===== config.mk =====
export PLATFORM = sky130hd
export DESIGN_NAME = esc_front
export DESIGN_NICKNAME = d
export VERILOG_FILES = /design/src/esc_pkg.sv /design/src/esc_front.sv
export SDC_FILE = /design/constraint.sdc
export NUM_CORES = 1
export LEC_CHECK = 0
export BUFFER_PORTS_ARGS = -buffer_cell sky130_fd_sc_hd__buf_4
export CAP_MARGIN = 10
export CORE_MARGIN = 1
export CORE_UTILIZATION = 50
export DETAILED_ROUTE_END_ITERATION = 10
export PLACE_DENSITY = 0.87
export SYNTH_ARGS = -nofsm -noshare
export SYNTH_HDL_FRONTEND = slang
export SYNTH_SLANG_ARGS = --single-unit
export TNS_END_PERCENT = 30

===== constraint.sdc =====
create_clock -name clk -period 7.2 [get_ports clk]
set_input_delay 1.44 -clock clk [delete_from_list [all_inputs] [get_ports clk]]
set_output_delay 1.44 -clock clk [all_outputs]
set_load 0.02 [all_outputs]

===== src/esc_pkg.sv =====
// ----------------------------------------------------------------------------
// esc_pkg
// Shared types, codes and helpers of the environmental sensor compensation.
// ----------------------------------------------------------------------------
package esc_pkg;

	localparam int QUEUE_DEPTH = 2;
	localparam int QPTR_W      = 1;
	localparam int QCNT_W      = 2;
	localparam int DIV_STEPS   = 64;
	localparam int DCNT_W      = 7;

	localparam logic [19:0] SKIP20  = 20'h80000;
	localparam logic [15:0] SKIP16  = 16'h8000;
	localparam int          HUM_MAX = 419430400;

	typedef logic signed [63:0] s64_t;

	typedef enum logic [2:0] {
		CFG_TEMP    = 3'd0,
		CFG_PRESS_A = 3'd1,
		CFG_PRESS_B = 3'd2,
		CFG_PRESS_C = 3'd3,
		CFG_HUM     = 3'd4
	} cfg_idx_t;

	typedef enum logic [1:0] {
		ST_OK   = 2'd0,
		ST_SKIP = 2'd1,
		ST_ZERO = 2'd2
	} status_t;

	typedef struct packed {
		logic [19:0] ap;
		logic [19:0] at;
		logic [15:0] ah;
		logic        skip;
	} item_t;

	typedef struct packed {
		logic  valid;
		item_t item;
	} qhead_t;

	typedef struct packed {
		logic        valid;
		logic [2:0]  index;
		logic [63:0] data;
	} cfg_wr_t;

	function automatic s64_t sx16(input logic [15:0] x);
		return {{48{x[15]}}, x};
	endfunction

	function automatic s64_t sx12(input logic [11:0] x);
		return {{52{x[11]}}, x};
	endfunction

	function automatic s64_t sx8(input logic [7:0] x);
		return {{56{x[7]}}, x};
	endfunction

	// wrap to 32 bits and sign extend back
	function automatic s64_t w32(input s64_t x);
		return {{32{x[31]}}, x[31:0]};
	endfunction

endpackage


===== src/esc_front.sv =====
// ----------------------------------------------------------------------------
// esc_front
// Accepts raw readings, flags skipped measurements and queues them.
// ----------------------------------------------------------------------------
module esc_front
	import esc_pkg::*;
(
	input  logic        clk,
	input  logic        arst_n,
	input  logic        in_valid,
	output logic        in_stall,
	input  logic [19:0] raw_pressure,
	input  logic [19:0] raw_temperature,
	input  logic [15:0] raw_humidity,
	output qhead_t      head,
	input  logic        pop
);

	item_t             mem_q [QUEUE_DEPTH];
	logic [QPTR_W-1:0] wr_q, rd_q;
	logic [QCNT_W-1:0] count_q;
	logic              push;
	item_t             it;

	always_comb begin
		it.ap   = raw_pressure;
		it.at   = raw_temperature;
		it.ah   = raw_humidity;
		it.skip = (raw_pressure == SKIP20) || (raw_temperature == SKIP20) ||
		          (raw_humidity == SKIP16);
	end

	assign in_stall   = (count_q == QCNT_W'(QUEUE_DEPTH));
	assign push       = in_valid && !in_stall;
	assign head.valid = (count_q != '0);
	assign head.item  = mem_q[rd_q];

	always_ff @(posedge clk or negedge arst_n) begin
		if (!arst_n) begin
			wr_q    <= '0;
			rd_q    <= '0;
			count_q <= '0;
		end else begin
			if (push)
				wr_q <= wr_q + 1'b1;
			if (pop)
				rd_q <= rd_q + 1'b1;
			count_q <= count_q + QCNT_W'(push) - QCNT_W'(pop);
		end
	end

	always_ff @(posedge clk) begin
		if (push)
			mem_q[wr_q] <= it;
	end

	a_count_bound: assert property (@(posedge clk) disable iff (!arst_n)
		count_q <= QCNT_W'(QUEUE_DEPTH)) else $error("queue overfilled");
	a_pop_nonempty: assert property (@(posedge clk) disable iff (!arst_n)
		pop |-> count_q != '0) else $error("pop from empty queue");
	a_push_count: assert property (@(posedge clk) disable iff (!arst_n)
		(push && !pop) |=> count_q == $past(count_q) + 1'b1)
		else $error("push lost");

endmodule


# --- Word-level counts from Yosys, hierarchy flattened ---
# Memories as Yosys holds them, arrays and structs flattened.
# Cells that the tools add are included.
# Widths: inputs -> output; s select.
word_totals:
  inputBits: 60
  reg_bits: 4
  ramBits: 114
  memories: 1
mem_list:
  columns: ["name", "depth", "word_bits", "rd", "rd_clocked_by_memory_dff", "wr", "line", "text"]
  rows:
  - ["mem_q", 2, 57, 1, 0, 1, "esc_front.sv:19", "item_t mem_q [QUEUE_DEPTH];"]
op_classes:
  reduce_logical: 5
  muxes: 2
  addsub: 4
  n_eq_ne: 4
ops:
  columns: ["cell", "n"]
  rows:
  - ["$eq 20x20->1 const B", 2]
  - ["$eq 16x16->1 const B", 1]
  - ["$add 1x1->1 const B", 2]
  - ["$add 2x1->2", 1]
  - ["$eq 2x2->1 const B", 1]
  - ["$logic_or 1x1->1", 2]
  - ["$mux 1", 2]
  - ["$reduce_bool 2->1", 1]
  - ["$sub 2x1->2", 1]
  - ["$logic_and 1x1->1", 1]
  - ["$logic_not 1->1", 1]

# --- Depth between registers and ports, before layout ---
logic_depth:
  ltp_word: 5
  depth_mapped: 7
  ltp_nobuf: 7

# --- Worst setup path after synthesis ---
# OpenSTA, ideal clock, no wires.
synth_path:
  kind: "in2reg"
  from: "input in_valid"
  to: "memory mem_q[0][0] in the netlist's numbering, enable pin"
  path_slack_ps: 2808
  setup_time_ps: 472
  arrival_time_ps: 3920
  stages: 2
  path_cell_list: "nand2_1 > nor2_1"
synth_via:
  elab_chain_cells: 3
synth_lines:
  columns: ["item", "line", "text"]
  rows:
  - ["start: declaration", "esc_front.sv:10", "input logic in_valid,"]
  - ["$logic_and 1x1->1", "esc_front.sv:34", "assign push = in_valid && !in_stall;"]
  - ["$mux 1", "esc_front.sv:53", "if (push)"]
  - ["$mux 1 (implied by the code)", "esc_front.sv:54", "mem_q[wr_q] <= it;"]
  - ["end: declaration", "esc_front.sv:19", null]
# Every way passes these cells.

==> key figures <==
Synth
  • Synth area leader: edfxtp_1
  • Mapped Cells: between 200 and 250
  • Synth async-reset ratio: between 3 and 4%
  • Largest family of logic cells by synthesized area: multiplexers
  • Synth top area share: 75.9%
  • Xor-xnor portion of the synthesized cell area: 0.776%
  • Synth Area in Simple Gates: 3.08%
  • Cell Area, Synth: 4510 um2
  • Adder-cell share of the synthesized area: 0.555%
  • Synth cell types: 20
  • Ys flop type: edfxtp_1
  • Mux cell area share after synthesis: 15.9%
  • Syn. warnings: 0
  • Number of flops mapped to enable cells by yosys: 114
  • Compound-gate portion of the synthesized area: 0.361%
  • Synthesized Nets: 276
  • Synth Area per Inst: 21.1 um2
  • Synth area leaders: edfxtp_1 76%, mux2_2 9.2%, mux2_4 6.7%
  • FF+latch count, synth: 118
  • Register area share after synthesis: 78.1%

Critical path
  • Critical Path RT: 5.76 ns
  • Critical path capture point type: output port
  • Worst r2r path cells: 4
  • Worst path bufs/invs: 2
  • R2r startpoint: count_q[1]$_DFF_PN0_
  • Kind of cell adding the most delay to the critical path: buffers and inverters
  • CP max FO: 50
  • Worst path cell trace: buf_4 > mux2_2 > buf_4
  • Crit Path Category: register to output port
  • Crit path largest cell delay: 0.66 ns
  • Slowest-stage cell, CP: buf_4
  • R2r endpoint: mem_q[0][54]$_DFFE_PP_
  • Critical path arrival: 2.25 ns
  • Startpoint Class: register
  • Crit-path most repeated cell: buf_4
  • Reg-to-reg setup timing slack: roughly 5.0 ns

Clock tree
  • Hold buffers post-CTS: 0
  • CTS tree: built
  • CTS Sinks: approximately 120
  • Max Root-Sink Buffers: 2
  • Post-CTS setup repair buffer count: 0
  • Post-cts resize count: 0
  • CTS buffer count: 17
  • Htree depth: 4
  • Root buf cell: clkbuf_8
  • Worst skew pair latency: 0.50 ns
  • Worst-path clk slew: 0.05 ns

Run status
  • Status: finished, final reports clean

Drt
  • Via count: approximately 2.4k
  • First-pass iteration count of the detailed router: 4
  • Routed Antenna Nets: 0
  • WL per Instance: between 15 and 20 um
  • DR iter-0 viols: 79
  • DRC: 0
  • WL final: 8320 um
  • Vias per cell: 5.20

Floorplan
  • Die Wd: 97.0 um
  • Starting Density: 51.7%
  • Boundary Pins: 119
  • Num rows: 34
  • CORE AREA: between 8000 and 9000 um2
  • Die H: 97.0 um
  • Die area: 9410 um2

Timing
  • Max-slew violation count: 0
  • Fmax: roughly 0.27 GHz
  • Final Hold Viols: 0
  • Final setup violation count: 0
  • RSZ-0062 raised after global routing: false
  • Crit path time final: 3.69 ns
  • TNS Setup: 0 ns
  • Clock Skew: 0.0117 ns
  • Actual slew at the worst max-slew pin: 0.829 ns
  • Fin crit share: 51.2%
  • Max-Slew Margin vs Limit: 44.6%

Global route
  • Initial antenna violation count: 0
  • Number of global-route vias before repair: 2707
  • GRT Total Usage: 18.7%
  • First-pass GRT wire length: 13100 um
  • Overflow after GRT: 0
  • Largest net degree at the start of global routing: slightly below 60

Pwr
  • Switch Pwr: 0.000801 W
  • Comb power frac: between 30 and 40%
  • Switching share of power: ~28%
  • Pwr dens: 455 nW/um2
  • Pint: 0.00202 W
  • Total power: 0.00282 W
  • Flop pwr share: 35.2%
  • Pleak: 2.39 nW
  • Clock power share: 33.5%
  • Peak supply drop: 359 uV

Hold path
  • Hold_sp: count_q[1]$_DFF_PN0_
  • Hold crit path type: register to register
  • WHS Path Cells: 1
  • Hold EP: count_q[1]$_DFF_PN0_

Placed design
  • Buffers on Ports: 118
  • Dpl hpwl: 5430 um
  • Placer Congestion: 0.717

Finish
  • Layout Area Growth over Synthesis: 37.2%
  • ANT cells: 0
  • Nets@finish: 410
  • Share of cells above drive strength 1: 58.4%

Flow run
  • Max_cap viols: 0
## how the worst max path moves through the flow
stage / startpoint / to / slack [ns] / cells past startpoint
global route: rd_q$_DFFE_PN0P_ / head[4] / 3.39 / 3
finish: rd_q$_DFFE_PN0P_ / head[27] / 3.51 / 3
CTS: rd_q$_DFFE_PN0P_ / head[1] / 3.48 / 3
floorplan: in_valid / mem_q[0][0]$_DFFE_PP_ / 2.81 / 2
detailed placement: in_valid / mem_q[0][52]$_DFFE_PP_ / 3.98 / 4
global placement: rd_q$_DFFE_PN0P_ / head[4] / 4.05 / 3
## power groups by stage
stage               combinational, W  clock (W)  sequential, W
finish                      0.000881   0.000944       0.000993
global route                0.000934   0.000986        0.00101
CTS                         0.000895   0.000956       0.000995
detailed placement          0.000890          0        0.00101
global placement            0.000875          0       0.000995
floorplan                   0.000581          0       0.000991
## layout by cell type (no fill, tap or decap)
master      count
nand2_1         3
clkinv_4        2
clkbuf_16      16
xnor2_1         3
or2_2           1
nor4_1         11
mux2_2         37
clkinv_2        1
clkinvlp_4      2
nand2b_1        1
and3_2          1
a41o_1          1
dfrtp_1         3
nor4b_1         3
buf_4         121
dfrtp_2         1
ha_1            2
bufinv_16       7
nor2_4          1
xor2_1          1
clkbuf_1        1
o22ai_1         1
edfxtp_1      114
clkinv_1        2
mux2_4         20
inv_1           2
nand3_1         2
clkbuf_8        1
## per-layer routing
layer | GRT usage, % | part of all wire [%] | up-vias
met5 | 0 | 0 | -
met1 | 20.6 | 39 | 1200
met4 | 8.96 | 1.5 | 0
met2 | 32.1 | 53 | 93
li1 | - | - | 1129
met3 | 6.86 | 6.5 | 15
## flip-flops by register name, summed over array words and instances (netlist names)
signal   cells
count_q      2
mem_q      114
rd_q         1
wr_q         1
## synth_stat cells, drive strengths merged (2+ instances only)
library cell	number
buf	6
dfrtp	4
edfxtp	114
ha	2
inv	2
mux2	57
nand2	3
nand3	2
nor4	11
nor4b	3
xnor2	3
## cells by family after synthesis
logic type / count (synthesis)
flops: 118
mux: 57
simple gates: 23
buf+inv: 8
xor+xnor: 4
compound gates: 2
fa+ha+maj: 2
## stage by stage
stage                     hold slack [ns]  std cells  worst slack [ns]  area, um2  utilization [%]
final                               0.513        469              3.51       6190             71.0
after global routing                0.518        469              3.39       6190             71.0
after CTS                           0.514        469              3.48       6190             71.0
after floorplan                     0.460        214              2.81       4510                -
after detailed placement            0.502        437              3.98       5520             63.3
after global placement              0.491        437              4.05       5520             63.3
## cell type report
class / count / area (um2)
clock buffer: 18 / 418
clock inverter: 14 / 255
fill: 555 / 2530
inverter: 2 / 7.51
multi-input combinational: 88 / 941
sequential: 118 / 3520
tap: 108 / 135
timing repair buffer: 121 / 908
Note: power is estimated with default switching activity, not from simulation.
